File: src/rtl/obstacle_avoid_sequencer_macros.svh
// Assertion macros for the obstacle avoidance sequencer.
`ifndef OBSTACLE_AVOID_SEQUENCER_MACROS_SVH
`define OBSTACLE_AVOID_SEQUENCER_MACROS_SVH
`ifndef ASSERT_OFF
`define OAS_ASSERT(lbl, clk, rstn, prop, msg) \
	lbl: assert property (@(posedge clk) disable iff (!rstn) (prop)) else $error(msg);
`define OAS_ASSERT_NEXT(lbl, clk, rstn, ante, cons, msg) \
	lbl: assert property (@(posedge clk) disable iff (!rstn) (ante) |=> (cons)) else $error(msg);
`else
`define OAS_ASSERT(lbl, clk, rstn, prop, msg)
`define OAS_ASSERT_NEXT(lbl, clk, rstn, ante, cons, msg)
`endif
`endif

File: src/rtl/oas_pkg.sv
`default_nettype none
package oas_pkg;

	localparam int CFG_W = 16;
	localparam int CFG_IDX_W = 3;
	localparam int WAIT_W = 16;
	localparam int SPEED_W = 8;

	localparam logic [CFG_IDX_W-1:0] CFG_WARN_DISTANCE = 3'd0;
	localparam logic [CFG_IDX_W-1:0] CFG_CRUISE_SPEED = 3'd1;
	localparam logic [CFG_IDX_W-1:0] CFG_SETTLE_WAIT = 3'd2;
	localparam logic [CFG_IDX_W-1:0] CFG_LEFT_WAIT = 3'd3;
	localparam logic [CFG_IDX_W-1:0] CFG_RIGHT_WAIT = 3'd4;
	localparam logic [CFG_IDX_W-1:0] CFG_CENTER_WAIT = 3'd5;
	localparam logic [CFG_IDX_W-1:0] CFG_TURN_WAIT = 3'd6;

	localparam logic [WAIT_W-1:0] RST_WARN_DISTANCE = 16'd30;
	localparam logic [SPEED_W-1:0] RST_CRUISE_SPEED = 8'd0;
	localparam logic [WAIT_W-1:0] RST_SETTLE_WAIT = 16'd100;
	localparam logic [WAIT_W-1:0] RST_LEFT_WAIT = 16'd500;
	localparam logic [WAIT_W-1:0] RST_RIGHT_WAIT = 16'd1000;
	localparam logic [WAIT_W-1:0] RST_CENTER_WAIT = 16'd500;
	localparam logic [WAIT_W-1:0] RST_TURN_WAIT = 16'd600;

	localparam logic [2:0] PH_CRUISE = 3'd0;
	localparam logic [2:0] PH_SETTLE = 3'd1;
	localparam logic [2:0] PH_LEFT = 3'd2;
	localparam logic [2:0] PH_RIGHT = 3'd3;
	localparam logic [2:0] PH_CENTER = 3'd4;
	localparam logic [2:0] PH_TURN_L = 3'd5;
	localparam logic [2:0] PH_TURN_R = 3'd6;

	localparam logic [2:0] MC_NONE = 3'd0;
	localparam logic [2:0] MC_STOP = 3'd1;
	localparam logic [2:0] MC_ADVANCE = 3'd2;
	localparam logic [2:0] MC_TURN_L = 3'd3;
	localparam logic [2:0] MC_TURN_R = 3'd4;

	localparam logic [1:0] SV_NONE = 2'd0;
	localparam logic [1:0] SV_180 = 2'd1;
	localparam logic [1:0] SV_0 = 2'd2;
	localparam logic [1:0] SV_90 = 2'd3;

	typedef enum logic [6:0] {
		ST_CRUISE = 7'b0000001,
		ST_SETTLE = 7'b0000010,
		ST_LEFT   = 7'b0000100,
		ST_RIGHT  = 7'b0001000,
		ST_CENTER = 7'b0010000,
		ST_TURN_L = 7'b0100000,
		ST_TURN_R = 7'b1000000
	} state_t;

endpackage
`default_nettype wire

File: src/rtl/obstacle_avoid_sequencer.sv
`default_nettype none
`include "obstacle_avoid_sequencer_macros.svh"
// The sequencer takes one poll item per clock and returns one result item per poll: the
// poll is captured in an input register, and a single pass of subtract, compare and phase
// update loads the result register and the sequencer state at the same edge. The sustained
// rate is one item per cycle; only a stall on the result side holds the input back. The
// user must write registers through cfg_we, cfg_index and cfg_data only while no item is
// in flight; the block does not enforce this. Indexes past the last register are ignored.
module obstacle_avoid_sequencer
	import oas_pkg::*;
#(
	parameter int TICK_BITS = 32,
	parameter int RANGE_BITS = 16
) (
	input  wire logic                  clk,
	input  wire logic                  arst_n,
	input  wire logic                  cfg_we,
	input  wire logic [CFG_IDX_W-1:0]  cfg_index,
	input  wire logic [CFG_W-1:0]      cfg_data,
	input  wire logic                  in_valid,
	output logic                       in_stall,
	input  wire logic [TICK_BITS-1:0]  now_tick,
	input  wire logic [RANGE_BITS-1:0] range_sample,
	output logic                       out_valid,
	input  wire logic                  out_stall,
	output logic [2:0]                 phase,
	output logic [2:0]                 motor_cmd,
	output logic [SPEED_W-1:0]         motor_speed,
	output logic [1:0]                 servo_cmd,
	output logic [RANGE_BITS-1:0]      left_range,
	output logic [RANGE_BITS-1:0]      right_range
);

	localparam int CMP_W = (RANGE_BITS > WAIT_W) ? RANGE_BITS : WAIT_W;

	logic [WAIT_W-1:0] warn_q, settle_q, left_wait_q, right_wait_q, center_q, turn_q;
	logic [SPEED_W-1:0] speed_q;

	logic s1_valid_q;
	logic [TICK_BITS-1:0] tick_s1;
	logic [RANGE_BITS-1:0] range_s1;

	state_t state_q, state_d;
	logic [TICK_BITS-1:0] start_q, start_d;
	logic [RANGE_BITS-1:0] left_q, left_d, right_q, right_d;

	logic out_valid_q;
	logic [2:0] phase_q, phase_d, mcmd_q, mcmd_d;
	logic [SPEED_W-1:0] mspd_q, mspd_d;
	logic [1:0] scmd_q, scmd_d;

	logic out_free, proc;
	logic [TICK_BITS-1:0] elapsed;
	logic [WAIT_W-1:0] wait_sel;
	logic waited;

	assign out_free = !out_valid_q || !out_stall;
	assign proc = s1_valid_q && out_free;
	assign in_stall = s1_valid_q && !out_free;

	always_ff @(posedge clk or negedge arst_n) begin
		if (!arst_n) begin
			warn_q <= RST_WARN_DISTANCE;
			speed_q <= RST_CRUISE_SPEED;
			settle_q <= RST_SETTLE_WAIT;
			left_wait_q <= RST_LEFT_WAIT;
			right_wait_q <= RST_RIGHT_WAIT;
			center_q <= RST_CENTER_WAIT;
			turn_q <= RST_TURN_WAIT;
		end else if (cfg_we) begin
			case (cfg_index)
				CFG_WARN_DISTANCE: warn_q <= cfg_data;
				CFG_CRUISE_SPEED: speed_q <= cfg_data[SPEED_W-1:0];
				CFG_SETTLE_WAIT: settle_q <= cfg_data;
				CFG_LEFT_WAIT: left_wait_q <= cfg_data;
				CFG_RIGHT_WAIT: right_wait_q <= cfg_data;
				CFG_CENTER_WAIT: center_q <= cfg_data;
				CFG_TURN_WAIT: turn_q <= cfg_data;
				default: ;
			endcase
		end
	end

	always_ff @(posedge clk or negedge arst_n) begin
		if (!arst_n) begin
			s1_valid_q <= 1'b0;
		end else if (!in_stall) begin
			s1_valid_q <= in_valid;
		end
	end

	always_ff @(posedge clk) begin
		if (in_valid && !in_stall) begin
			tick_s1 <= now_tick;
			range_s1 <= range_sample;
		end
	end

	always_comb begin
		case (state_q)
			ST_SETTLE: wait_sel = settle_q;
			ST_LEFT: wait_sel = left_wait_q;
			ST_RIGHT: wait_sel = right_wait_q;
			ST_CENTER: wait_sel = center_q;
			default: wait_sel = turn_q;
		endcase
		elapsed = tick_s1 - start_q;
		waited = elapsed >= TICK_BITS'(wait_sel);
	end

	always_comb begin
		state_d = state_q;
		start_d = start_q;
		left_d = left_q;
		right_d = right_q;
		mcmd_d = MC_NONE;
		mspd_d = '0;
		scmd_d = SV_NONE;
		case (state_q)
			ST_CRUISE: begin
				if (CMP_W'(range_s1) <= CMP_W'(warn_q)) begin
					mcmd_d = MC_STOP;
					state_d = ST_SETTLE;
					start_d = tick_s1;
				end else begin
					mcmd_d = MC_ADVANCE;
					mspd_d = speed_q;
				end
			end
			ST_SETTLE: begin
				if (waited) begin
					scmd_d = SV_180;
					state_d = ST_LEFT;
					start_d = tick_s1;
				end
			end
			ST_LEFT: begin
				if (waited) begin
					left_d = range_s1;
					scmd_d = SV_0;
					state_d = ST_RIGHT;
					start_d = tick_s1;
				end
			end
			ST_RIGHT: begin
				if (waited) begin
					right_d = range_s1;
					scmd_d = SV_90;
					state_d = ST_CENTER;
					start_d = tick_s1;
				end
			end
			ST_CENTER: begin
				if (waited) begin
					if (right_q > left_q && CMP_W'(right_q) > CMP_W'(warn_q)) begin
						state_d = ST_TURN_R;
						mcmd_d = MC_TURN_R;
					end else begin
						state_d = ST_TURN_L;
						mcmd_d = MC_TURN_L;
					end
					mspd_d = speed_q;
					start_d = tick_s1;
				end
			end
			ST_TURN_L, ST_TURN_R: begin
				if (waited) begin
					mcmd_d = MC_STOP;
					state_d = ST_CRUISE;
				end
			end
			default: state_d = ST_CRUISE;
		endcase
	end

	always_comb begin
		case (state_d)
			ST_SETTLE: phase_d = PH_SETTLE;
			ST_LEFT: phase_d = PH_LEFT;
			ST_RIGHT: phase_d = PH_RIGHT;
			ST_CENTER: phase_d = PH_CENTER;
			ST_TURN_L: phase_d = PH_TURN_L;
			ST_TURN_R: phase_d = PH_TURN_R;
			default: phase_d = PH_CRUISE;
		endcase
	end

	always_ff @(posedge clk or negedge arst_n) begin
		if (!arst_n) begin
			state_q <= ST_CRUISE;
			start_q <= '0;
			left_q <= '0;
			right_q <= '0;
			out_valid_q <= 1'b0;
		end else begin
			if (proc) begin
				state_q <= state_d;
				start_q <= start_d;
				left_q <= left_d;
				right_q <= right_d;
			end
			if (out_free) begin
				out_valid_q <= s1_valid_q;
			end
		end
	end

	always_ff @(posedge clk) begin
		if (proc) begin
			phase_q <= phase_d;
			mcmd_q <= mcmd_d;
			mspd_q <= mspd_d;
			scmd_q <= scmd_d;
		end
	end

	assign out_valid = out_valid_q;
	assign phase = phase_q;
	assign motor_cmd = mcmd_q;
	assign motor_speed = mspd_q;
	assign servo_cmd = scmd_q;
	assign left_range = left_q;
	assign right_range = right_q;

	`OAS_ASSERT_NEXT(a_proc_loads_result, clk, arst_n, proc, out_valid_q, "processed item lost")
	`OAS_ASSERT_NEXT(a_s1_holds, clk, arst_n, in_stall, s1_valid_q && $stable(tick_s1),
		"input register changed while stalled")
	`OAS_ASSERT(a_advance_in_cruise, clk, arst_n,
		!out_valid_q || mcmd_q != MC_ADVANCE || phase_q == PH_CRUISE, "advance outside cruise")
	`OAS_ASSERT(a_turn_right_rule, clk, arst_n,
		!proc || state_d != ST_TURN_R || state_q == ST_TURN_R ||
		(right_q > left_q && CMP_W'(right_q) > CMP_W'(warn_q)),
		"right turn without clear right side")

endmodule
`default_nettype wire
File: config.mk
export PLATFORM = sky130hd
export DESIGN_NAME = obstacle_avoid_sequencer
export DESIGN_NICKNAME = d
export VERILOG_FILES = /design/src/rtl/oas_pkg.sv /design/src/rtl/obstacle_avoid_sequencer.sv
export VERILOG_INCLUDE_DIRS = /design/src /design/src/rtl
export SDC_FILE = /design/constraint.sdc
export NUM_CORES = 1
export LEC_CHECK = 0
export BUFFER_PORTS_ARGS = -buffer_cell sky130_fd_sc_hd__buf_2
export CORE_UTILIZATION = 45
export CTS_BUF_LIST = sky130_fd_sc_hd__clkbuf_16
export CTS_CLUSTER_SIZE = 14
export DETAILED_ROUTE_END_ITERATION = 12
export GPL_ROUTABILITY_DRIVEN = 1
export PLACE_DENSITY = 0.69
export SYNTH_ARGS = -nofsm -noshare
export SYNTH_HDL_FRONTEND = slang
export SYNTH_SLANG_ARGS = --single-unit
File: constraint.sdc
create_clock -name clk -period 7 [get_ports clk]
set_clock_uncertainty 0.2 [all_clocks]
set_input_delay 1.4 -clock clk [delete_from_list [all_inputs] [get_ports clk]]
set_output_delay 1.4 -clock clk [all_outputs]
set_load 0.005 [all_outputs]
==> metrics.txt, run 1 <==
max_cap viols=0; cell taking the most area after synthesis=dfrtp_1; Crit. End Element=register; Ys Warns=0; Num CTS Buffers=28; CTS hold repair buffers=0; Top FF cell, synth=dfrtp_1; Die Width=~180 um; fin worst setup slack=around 0.74 ns; DP Wirelength=approximately 25000 um; crit-path leading delay family=simple AND/OR/NAND/NOR gates; I/O Buffers=between 100 and 150; Core Area=between 20000 and 30000 um2; register bit total from synthesis=between 200 and 250; CTS tree=built; Setup crit start kind=register; pin count of the biggest net entering global routing=97; total power=roughly 6.4 mW; crit path max fanout=32; Leak=6.91 nW; Mapped Area=around 14000 um2; Max stage delay on crit path=approximately 0.67 ns; top cells by area, synth=dfrtp_1 (27%), edfxtp_1 (14%), ha_1 (8.7%), mux2_2 (8.5%), dfstp_2 (5.7%); gr ovfl total=0; Clock Sinks=between 200 and 250; Setup Slack @ Placement=roughly 0.75 ns; initial core utilization=0.460; Tot GR Track Use=0.227; Hold Slack=slightly below 0.3 ns; Rel. slew slack=0.285; worst-margin pin slew=1.06 ns; Routability Congestion=a little over 0.9; Seq/Total Area, Yosys=0.466; Reg clk slew, reported paths=0.06 ns; Fin Setup TNS=0 ns; Final nets=~1600; Post-CTS Setup Inserts=0; Resize count post-CTS=0; H-Tree Depth=1; # IOs=about 120; Hold Crit Class=reg -> reg; first-pass GRT wire length=~56000 um; Die Area=between 30000 and 40000 um2; Clock Latency Late Sink=between 0.5 and 0.6 ns; synth unique cells=between 60 and 70; Syn Area/Cell=approximately 11 um2; PwrDens=between 400 and 500 nW/um2; vias in the first global route=10600; Residual DRC=0; drt initial violations=between 600 and 700; Async SR Flop Fraction=0.734; via count=10700; CP Buf/Inv Count=1; Yosys top cell area share=0.268; Antenna Nets Post-Route=0; die height=between 150 and 200 um; fin crit share=0.894; synthesis-to-finish area growth=14.2%; Mapped Nets=1457; worst vdd ir=between 0.2 and 0.25 mV; Post-Route WL=between 30000 and 40000 um; status=finished, final reports clean; worst endpoint required time=slightly above 7 ns; EDFF count, synth=64; 1st-pass router iterations=7; final hold vios=0; layout cell share with drive strength beyond 1=0.253; Setup-failing EPs final=0; RSZ-0062 raised after global routing=no; Crit Path Class=reg -> reg; initial antenna violation count=1; worst-path cell chain=nor3_1 > nand2_1 > nor3b_2 > nor2_1 > nand2_1 > or2_2 > buf_4 > o21ai_0 > ha_1 > a21o_1 > a21oi_1 > nor2b_1 > a2111o_1 > a2111o_1 > a2111oi_2 > nand4_1 > or4b_1 > and3_1 > mux2_4; Max Root-Sink Buffers=3; Slowest-stage cell, CP=or4b_1; Worst EP arrival=~6.5 ns; post-route minimum period=6.26 ns; clk root buf=clkbuf_16; Vias per Instance=5.91; fmax=around 160 MHz; Wirelength per Cell=around 19 um; cell row count=63; Pins Over Slew Limit=0; Cells after Synth=~1300
[flip-flops by register name (all words and copies together) (netlist names), 7 cells and up]
name          flops
center_q         16
start_q          32
speed_q           8
settle_q         16
right_range      16
right_wait_q     16
motor_speed       8
state_q           7
left_range       16
warn_q           16
tick_s1          32
turn_q           16
left_wait_q      16
range_s1         16
[final cells by class]
type / count / area (um2)
fillers: 2638 / 14100
well taps: 390 / 488
clock inverters: 21 / 156
multi-input cells: 905 / 6810
flip-flops and latches: 241 / 6390
inverters: 75 / 282
clock buffers: 31 / 776
repair buffers: 141 / 762
diodes: 1 / 2.50
[power breakdown]
part	switching (mW)	internal [mW]	leakage, nW
Clock	0.611	0.839	0.477
Combinational	1.71	1.20	3.74
Sequential	0.201	1.82	2.70
[routing by layer]
layer | up-vias | routed length, um | GRT usage
li1 | 5025 | - | -
met1 | 5291 | 15000 | 0.292
met2 | 278 | 17500 | 0.395
met3 | 63 | 1530 | 0.0304
met4 | 2 | 826 | 0.0665
met5 | - | 8 | 0
[synthesized netlist by cell type, drive strengths merged (3+ instances only)]
| cell | instances |
|---|---|
| a211oi | 7 |
| nand4 | 52 |
| nor2b | 8 |
| o21bai | 5 |
| nor3 | 12 |
| nand3 | 67 |
| xor2 | 7 |
| edfxtp | 64 |
| xnor2 | 11 |
| and4 | 3 |
| nor3b | 8 |
| a31oi | 39 |
| nand2b | 7 |
| a21o | 30 |
| mux2 | 120 |
| inv | 75 |
| clkbuf | 52 |
| mux2i | 4 |
| a22oi | 35 |
| dfrtp | 147 |
| o21ai | 68 |
| nor2 | 77 |
| buf | 16 |
| and2 | 12 |
| dfstp | 30 |
| or2 | 3 |
| nor4 | 3 |
| and3 | 9 |
| nand3b | 3 |
| a2111oi | 5 |
| nand4b | 4 |
| ha | 95 |
| o21a | 12 |
| or4 | 4 |
| o31ai | 4 |
| or3 | 6 |
| nand2 | 70 |
| a2111o | 4 |
| o221ai | 3 |
| o211ai | 38 |
| a21oi | 43 |
[worst paths after layout]
path                                   startpoint                          to  slack [ns]  cells after the start
max                        state_q[5]$_DFFE_PN0P_  left_range[15]$_DFFE_PN0P_        0.74                     19
min reg2reg                s1_valid_q$_DFFE_PN0N_       out_valid$_DFFE_PN0N_        0.29                      1
min                        s1_valid_q$_DFFE_PN0N_       out_valid$_DFFE_PN0N_        0.29                      1
max in group asynchronous                  arst_n     start_q[26]$_DFFE_PN0P_        4.47                      2
min in group asynchronous                  arst_n     start_q[19]$_DFFE_PN0P_        0.69                      1
max reg2reg                state_q[5]$_DFFE_PN0P_  left_range[15]$_DFFE_PN0P_        0.74                     19
[cell usage in the layout, fill, tap and decap left out, types with 4 or more instances in the layout]
master	count
clkbuf_16	31
xnor2_1	11
inv_1	78
o21ai_0	66
nand4_1	52
nor2b_1	8
nand3_1	67
dfrtp_1	147
nor3_1	10
o21bai_1	5
a21oi_1	43
o21a_1	12
a211oi_1	7
a22oi_1	35
mux2i_1	4
nand2b_1	7
edfxtp_1	64
or4_1	4
a31oi_1	38
and2_1	11
buf_4	20
nand4b_1	4
nor3b_2	7
mux2_2	103
nor2_1	76
a2111o_1	4
o31ai_1	4
mux2_4	17
buf_2	120
clkinv_2	6
clkinv_1	5
or3_1	6
nand2_1	70
dfstp_2	30
xor2_1	7
and3_1	8
o211ai_1	38
ha_1	95
a21o_1	30
[metrics by stage]
stage / instance area (um2) / utilization / instances
detailed placement: 14700 / 0.494 / 1752
global placement: 14700 / 0.494 / 1752
finish: 15700 / 0.526 / 1805
floorplan: 13700 / - / 1289
global route: 15700 / 0.526 / 1804
CTS: 15700 / 0.525 / 1804
[cells by family (layout without fill, tap and decap cells)]
logic type,count (synthesis),count (layout),synth area share
adder cells (fa/ha/maj),96,96,0.0881
multiplexers,124,124,0.106
buffers and inverters,143,268,0.0422
XOR/XNOR,18,18,0.0115
AND/OR/NAND/NOR,350,350,0.129
other,0,1,0
AO/OA/AOI/OAI,317,317,0.157
flip-flops,241,241,0.466
Note: power is estimated with default switching activity, not from simulation.
==> inputs of run 2 (changes only) <==
Clock period 7 ns to 7.75 ns, I/O delays scaled along.
==> run 2 against run 1 <==
Critical path depth grew 1. Sequential power shrank 9%. Flip-flop and latch count is the same. Total power shrank 11%. Routed wire length shrank 0.14%. Maximum frequency shrank 2.4%. Combinational power shrank 11%. Clock power shrank 14%. Core utilization shrank 0.23 points. Worst setup slack gained 0.59 ns. Hold slack gained 0.00082 ns. Highest routed layer unchanged.
==> metrics.txt, run 2 (synthesis results as in run 1) <==
CTS hold repair buffers=0 (unchanged); Tot GR Track Use=0.229 (+0.00263); worst endpoint required time=7.84 ns (+0.59 ns); CP startpoint=state_q[6]$_DFFE_PN0P_; Routability Congestion=0.911 (-0.64%); Rel. slew slack=0.192 (-0.0926); fin crit share=0.828 (-0.0663); reg2reg setup slack=1.33 ns (+0.59 ns); Multi-input gate area=6810 um2 (about the same); fillers=2658 (+0.76%); Residual DRC=0 (unchanged); H-Tree Depth=1 (unchanged); Hold Crit Class=reg -> reg; Clock Sinks=241 (unchanged); I/O Buffers=121 (unchanged); Core Area=29800 um2 (unchanged); M1 GR Usage=0.290 (-0.00172); Post-CTS Setup Inserts=0 (unchanged); worst vdd ir=0.214 mV (-14%); worst r2r src=state_q[6]$_DFFE_PN0P_; pin count of the biggest net entering global routing=97 (unchanged); max_cap viols=0 (unchanged); layout cell share with drive strength beyond 1=0.246 (-0.00708); Leak=6.89 nW (-0.32%); final hold vios=0 (unchanged); fmax=156 MHz (-2.4%); sequential cell area=6390 um2 (unchanged); Reg clk slew, reported paths=0.06 ns (about the same); vias in the first global route=10700 (+0.74%); Die Area=31200 um2 (unchanged); Worst EP arrival=6.51 ns (about the same); Setup crit start kind=register; crit path max fanout=46 (+44%); r2r worst-path depth=20 (+1); met3 GRT Util=0.0336 (+0.00323); top flop regs=start_q: 32 flops, tick_s1: 32 flops; RR Endpoint=motor_speed[4]$_DFFE_PP_; RSZ-0062 raised after global routing=no; GRT busiest layer=met2; synthesis-to-finish area growth=13.7%; drt initial violations=706 (+2.2%); DP Wirelength=24700 um (-0.74%); Vias per Instance=5.89 (-0.29%); Antenna Nets Post-Route=0 (unchanged); Resize count post-CTS=0 (unchanged); cell row count=63 (unchanged); Num CTS Buffers=28 (unchanged); Final nets=1556 (-0.26%); initial core utilization=0.460 (unchanged); Setup-failing EPs final=0 (unchanged); Finished Cell Area=15600 um2 (-0.44%); Pins Over Slew Limit=0 (unchanged); Crit. End Element=register; # IOs=122 (unchanged); post-route minimum period=6.42 ns (+0.157 ns); CTS tree=built; status=finished, final reports clean; Fin Setup TNS=0 ns (unchanged); clk root buf=clkbuf_16; first-pass GRT wire length=57100 um (+1.4%); leading cell type in the layout, fill and taps excluded=dfrtp_1; die height=177 um (unchanged); Wirelength per Cell=19.4 um (about the same); via count=10600 (-0.51%); met2 usage=0.399 (+0.00359); Crit Path Class=reg -> reg; 1st-pass router iterations=6 (-1); DP Cell Count=1748 (-0.23%); Layout Cells excl Fill=1801 (-0.22%); Post-Route WL=34900 um (-0.14%); Clock Latency Late Sink=0.58 ns (about the same); initial antenna violation count=2 (+1); worst-margin pin slew=1.21 ns (+0.147 ns); most frequent cells in the layout=dfrtp_1 (147), buf_2 (120), mux2_2 (103); Post-DP Area=14700 um2 (-0.16%); PwrDens=364 nW/um2 (-10%); gr ovfl total=0 (unchanged); Max Root-Sink Buffers=3 (unchanged); Setup crit end=motor_speed[4]$_DFFE_PP_; Die Width=177 um (unchanged)
run 2: cell types whose count changed in the layout (fill, tap and decap cells not counted):
cell / before / now
inv_1: 78 / 85
buf_4: 20 / 16
clkinv_2: 6 / 4
inv_4: 3 / 1
nor3b_2: 7 / 5
bufinv_16: 1 / 0
clkinv_1: 5 / 4
clkinv_4: 1 / 0
clkinvlp_4: 0 / 1
inv_6: 1 / 0
nor3b_1: 1 / 2
nor3b_4: 0 / 1
run 2: layer usage:
layer | part of all wire | wire (um)
met5 | 0.00023 | 8
met1 | 0.43 | 14900
met3 | 0.047 | 1630
met4 | 0.034 | 1200
met2 | 0.49 | 17200
run 2: worst min path at each step:
| stage | from | to | slack [ns] | depth (start not counted) |
|---|---|---|---|---|
| after detailed placement | s1_valid_q$_DFFE_PN0N_ | out_valid$_DFFE_PN0N_ | 0.29 | 1 |
| after CTS | s1_valid_q$_DFFE_PN0N_ | out_valid$_DFFE_PN0N_ | 0.30 | 1 |
| after global placement | s1_valid_q$_DFFE_PN0N_ | out_valid$_DFFE_PN0N_ | 0.27 | 1 |
| after floorplan | s1_valid_q$_DFFE_PN0N_ | out_valid$_DFFE_PN0N_ | 0.26 | 1 |
| after global routing | speed_q[6]$_DFFE_PN0P_ | speed_q[6]$_DFFE_PN0P_ | 0.31 | 1 |
| final | s1_valid_q$_DFFE_PN0N_ | out_valid$_DFFE_PN0N_ | 0.29 | 1 |
run 2: final cells by class:
class                           count  share of cell area
Inverter                           75              0.0181
Sequential cell                   241               0.410
Clock inverter                     21             0.00746
Multi-Input combinational cell    905               0.437
Antenna cell                        1            0.000160
Clock buffer                       31              0.0497
Timing Repair Buffer              137              0.0469
Tap cell                          390              0.0313
run 2: critical path: stages, from the launching register on:
cell and delay [ns]:
dfrtp_1 0.44, nor3_1 0.34, nand2_1 0.16, nor3b_2 0.23, nor2_1 0.10, nand2_1 0.14
or2_2 0.72, nand3_1 0.15, o21ai_0 0.15, ha_1 0.29, a21o_1 0.18, a21oi_1 0.15
nor2b_1 0.07, a2111o_1 0.38, a2111o_1 0.35, a2111oi_2 0.28, nand4_1 0.23, nor4b_4 0.29
buf_4 0.47, o21ai_0 0.46, and2_1 0.32
run 2: power breakdown:
| group | switching, mW | internal (mW) |
|---|---|---|
| Clock | 0.537 | 0.717 |
| Combinational | 1.52 | 1.08 |
| Sequential | 0.186 | 1.64 |
| Total | 2.25 | 3.43 |
run 2: through the flow:
stage	worst slack (ns)	power (mW)	util	hold slack (ns)
3_5_place_dp	1.35	4.44	0.493	0.286
5_1_grt	0.797	6.11	0.523	0.310
2_1_floorplan	2.23	3.69	-	0.257
6_report	1.33	5.68	0.523	0.294
3_3_place_gp	1.60	4.35	0.493	0.266
4_1_cts	1.32	5.71	0.523	0.299
==> inputs of run 3 (changes only) <==
Settings changed: ABC_AREA set to 1.
Clock period 7.75 ns to 6 ns, I/O delays scaled along.
==> run 3 against run 2 <==
Count of clock-buffer cells in the layout shrank 4. First-iteration DRC count increased by 15%. Final area down 0.61%.
==> metrics.txt, run 3 <==
status=finished, final reports clean; initial antenna violation count=1 (-1); hold worst-path end=out_valid$_DFFE_PN0N_; r2r worst-path depth=28 (+40%); Finished Cell Area=15500 um2 (-0.61%); I/O Buffers=121 (unchanged); Worst Hold Depth=2 (+1); CTS hold repair buffers=0 (unchanged); Max stage delay on crit path=0.50 ns (-0.22 ns); crit path max fanout=64 (+39%); worst vdd ir=0.228 mV (+6.6%); via count=11000 (+3.6%); top flop regs=start_q: 32 flops, tick_s1: 32 flops; worst r2r src=state_q[2]$_DFFE_PN0P_; Mapped Area=13700 um2 (-0.28%); drt initial violations=815 (+15%); Setup-failing EPs final=0 (unchanged); Residual DRC=0 (unchanged); Worst path most repeated cell=nand2_1; Post-synth top cells=nand2_1 (567), inv_1 (288), dfrtp_1 (147); Layout Cells excl Fill=2219 (+23%); RSZ-0062 raised after global routing=no; Top FF cell, synth=dfrtp_1; top cells by area, synth=dfrtp_1 (27%), nand2_1 (16%), edfxtp_1 (14%), ha_1 (8.7%), inv_1 (7.9%); Core Area=29800 um2 (unchanged); most frequent cells in the layout=nand2_1 (567), inv_1 (295), dfrtp_1 (147); Leak=8.23 nW (+19%); Crit. End Element=register; Max Root-Sink Buffers=3 (unchanged); met2 routed WL=16300 um (-5.0%); worst-margin pin slew=1.15 ns (-0.0609 ns); Tot GR Track Use=0.216 (-0.0131); final hold vios=0 (unchanged); Rel. slew slack=0.232 (+0.0402); cell row count=63 (unchanged); RR Endpoint=start_q[15]$_DFFE_PN0P_; PwrDens=422 nW/um2 (+16%); Async SR Flop Fraction=0.734 (unchanged); vias in the first global route=10800 (+1.3%); initial core utilization=0.459 (-0.00130); Clock Sinks=241 (unchanged); Pins Over Slew Limit=0 (unchanged); gr ovfl total=0 (unchanged); Vias per Instance=4.95 (-16%); Ys Warns=0 (unchanged); EDFF count, synth=64 (unchanged); Num CTS Buffers=27 (-3.6%); Routability Congestion=0.975 (+7.1%); Hold Crit Start=s1_valid_q$_DFFE_PN0N_; Post-DP Area=14600 um2 (-0.54%); pin count of the biggest net entering global routing=178 (+84%); Setup crit start kind=register; Slowest-stage cell, CP=nand3_4; 1st-pass router iterations=5 (-1); Fin Setup TNS=0 ns (unchanged); CTS tree=built; Die Area=31100 um2 (-0.28%); register bit total from synthesis=241 (unchanged); reg2reg setup slack=0.97 ns (-0.36 ns); Worst EP arrival=5.29 ns (-1.22 ns); Yosys top cell area share=0.269 (+0.000760); met3 wire len=1440 um (-12%); # IOs=122 (unchanged); cell taking the most area after synthesis=dfrtp_1; fmax=199 MHz (+28%); post-route minimum period=5.03 ns (-1.39 ns); routed length on met1=14300 um (-3.8%); fin crit share=0.838 (+0.00952); Die Width=176 um (-0.14%); max_cap viols=0 (unchanged); H-Tree Depth=1 (unchanged); fin worst setup slack=0.974 ns (-0.358 ns); Resize count post-CTS=0 (unchanged); DP Cell Count=2168 (+24%); Post-Route WL=33000 um (-5.3%); Setup Slack @ Placement=1.05 ns (-0.303 ns); die height=176 um (-0.14%); synthesis-to-finish area growth=13.3%; layout cell share with drive strength beyond 1=0.131 (-0.115); worst endpoint required time=6.27 ns (-1.57 ns); leading cell type in the layout, fill and taps excluded=nand2_1; Post-CTS Setup Inserts=0 (unchanged); Antenna Nets Post-Route=0 (unchanged); Hold Crit Class=reg -> reg; Mapped Nets=1858 (+28%); Syn Area/Cell=8.09 um2 (-24%); top-count cell post-synth=nand2_1; Reg clk slew, reported paths=0.06 ns (about the same); fillers=2851 (+7.3%); Wirelength per Cell=14.9 um (-23%); Final nets=1975 (+27%); DP Wirelength=24300 um (-1.6%); clk root buf=clkbuf_16; Max Used Layer=met4; Cells after Synth=1690 (+31%); Seq/Total Area, Yosys=0.467 (+0.00132); synth unique cells=52 (-24%); Clock Latency Late Sink=0.56 ns (-0.02 ns); first-pass GRT wire length=53500 um (-6.3%); Crit Path Class=reg -> reg
## run 3: per-stage QoR
step	total power, mW	utilization	hold WS (ns)
CTS	6.59	0.520	0.277
detailed placement	4.92	0.491	0.268
finish	6.54	0.520	0.269
global route	7.10	0.520	0.297
floorplan	4.20	-	0.234
global placement	4.83	0.491	0.259
## run 3: worst max-delay path, delay by kind of cell (launching register included)
family | cells | cell delay (ns)
simple gates | 18 | 2.46
fa+ha+maj | 1 | 0.28
buf+inv | 5 | 0.94
flops | 1 | 0.43
compound gates | 4 | 0.53
## run 3: cell families after synthesis
logic type               Yosys count  synth area share
adder cells (fa/ha/maj)           96            0.0884
flip-flops                       241             0.467
buffers and inverters            332            0.0975
XOR/XNOR                          15           0.00961
AND/OR/NAND/NOR                  740             0.223
AO/OA/AOI/OAI                    266             0.114
## run 3: area by class of cell
cell class              instances  area, um2  share of cell area
diodes                          1       2.50            0.000161
clock buffers                  27        676              0.0436
clock inverters                23        201              0.0130
inverters                     292       1100              0.0707
multi-input cells            1117       5970               0.385
flip-flops and latches        241       6390               0.412
well taps                     390        488              0.0315
repair buffers                128        677              0.0437
## run 3: worst max path at each step
stage                           start  slack, ns  cells after the start                  endpoint
3_5_place_dp   state_q[2]$_DFFE_PN0P_       1.05                     26   start_q[15]$_DFFE_PN0P_
2_1_floorplan  state_q[2]$_DFFE_PN0P_       2.14                     26  motor_speed[0]$_DFFE_PP_
4_1_cts        state_q[2]$_DFFE_PN0P_       1.03                     26   start_q[15]$_DFFE_PN0P_
3_3_place_gp   state_q[2]$_DFFE_PN0P_       1.21                     28   start_q[14]$_DFFE_PN0P_
5_1_grt        state_q[2]$_DFFE_PN0P_       0.49                     26   start_q[15]$_DFFE_PN0P_
6_report       state_q[2]$_DFFE_PN0P_       0.97                     28   start_q[15]$_DFFE_PN0P_
## run 3: per-layer routing
metal	vias to the layer above	GRT usage
met5	-	0
met3	57	0.0304
li1	5624	-
met1	5059	0.267
met4	0	0.0650
met2	243	0.390
## run 3: power by group
group	leakage, nW	internal (mW)	switching, mW	total [mW]
Clock	0.461	0.951	0.691	1.64
Sequential	2.75	2.06	0.231	2.29
Combinational	5.02	0.965	1.64	2.61
Total	8.23	3.98	2.57	6.54
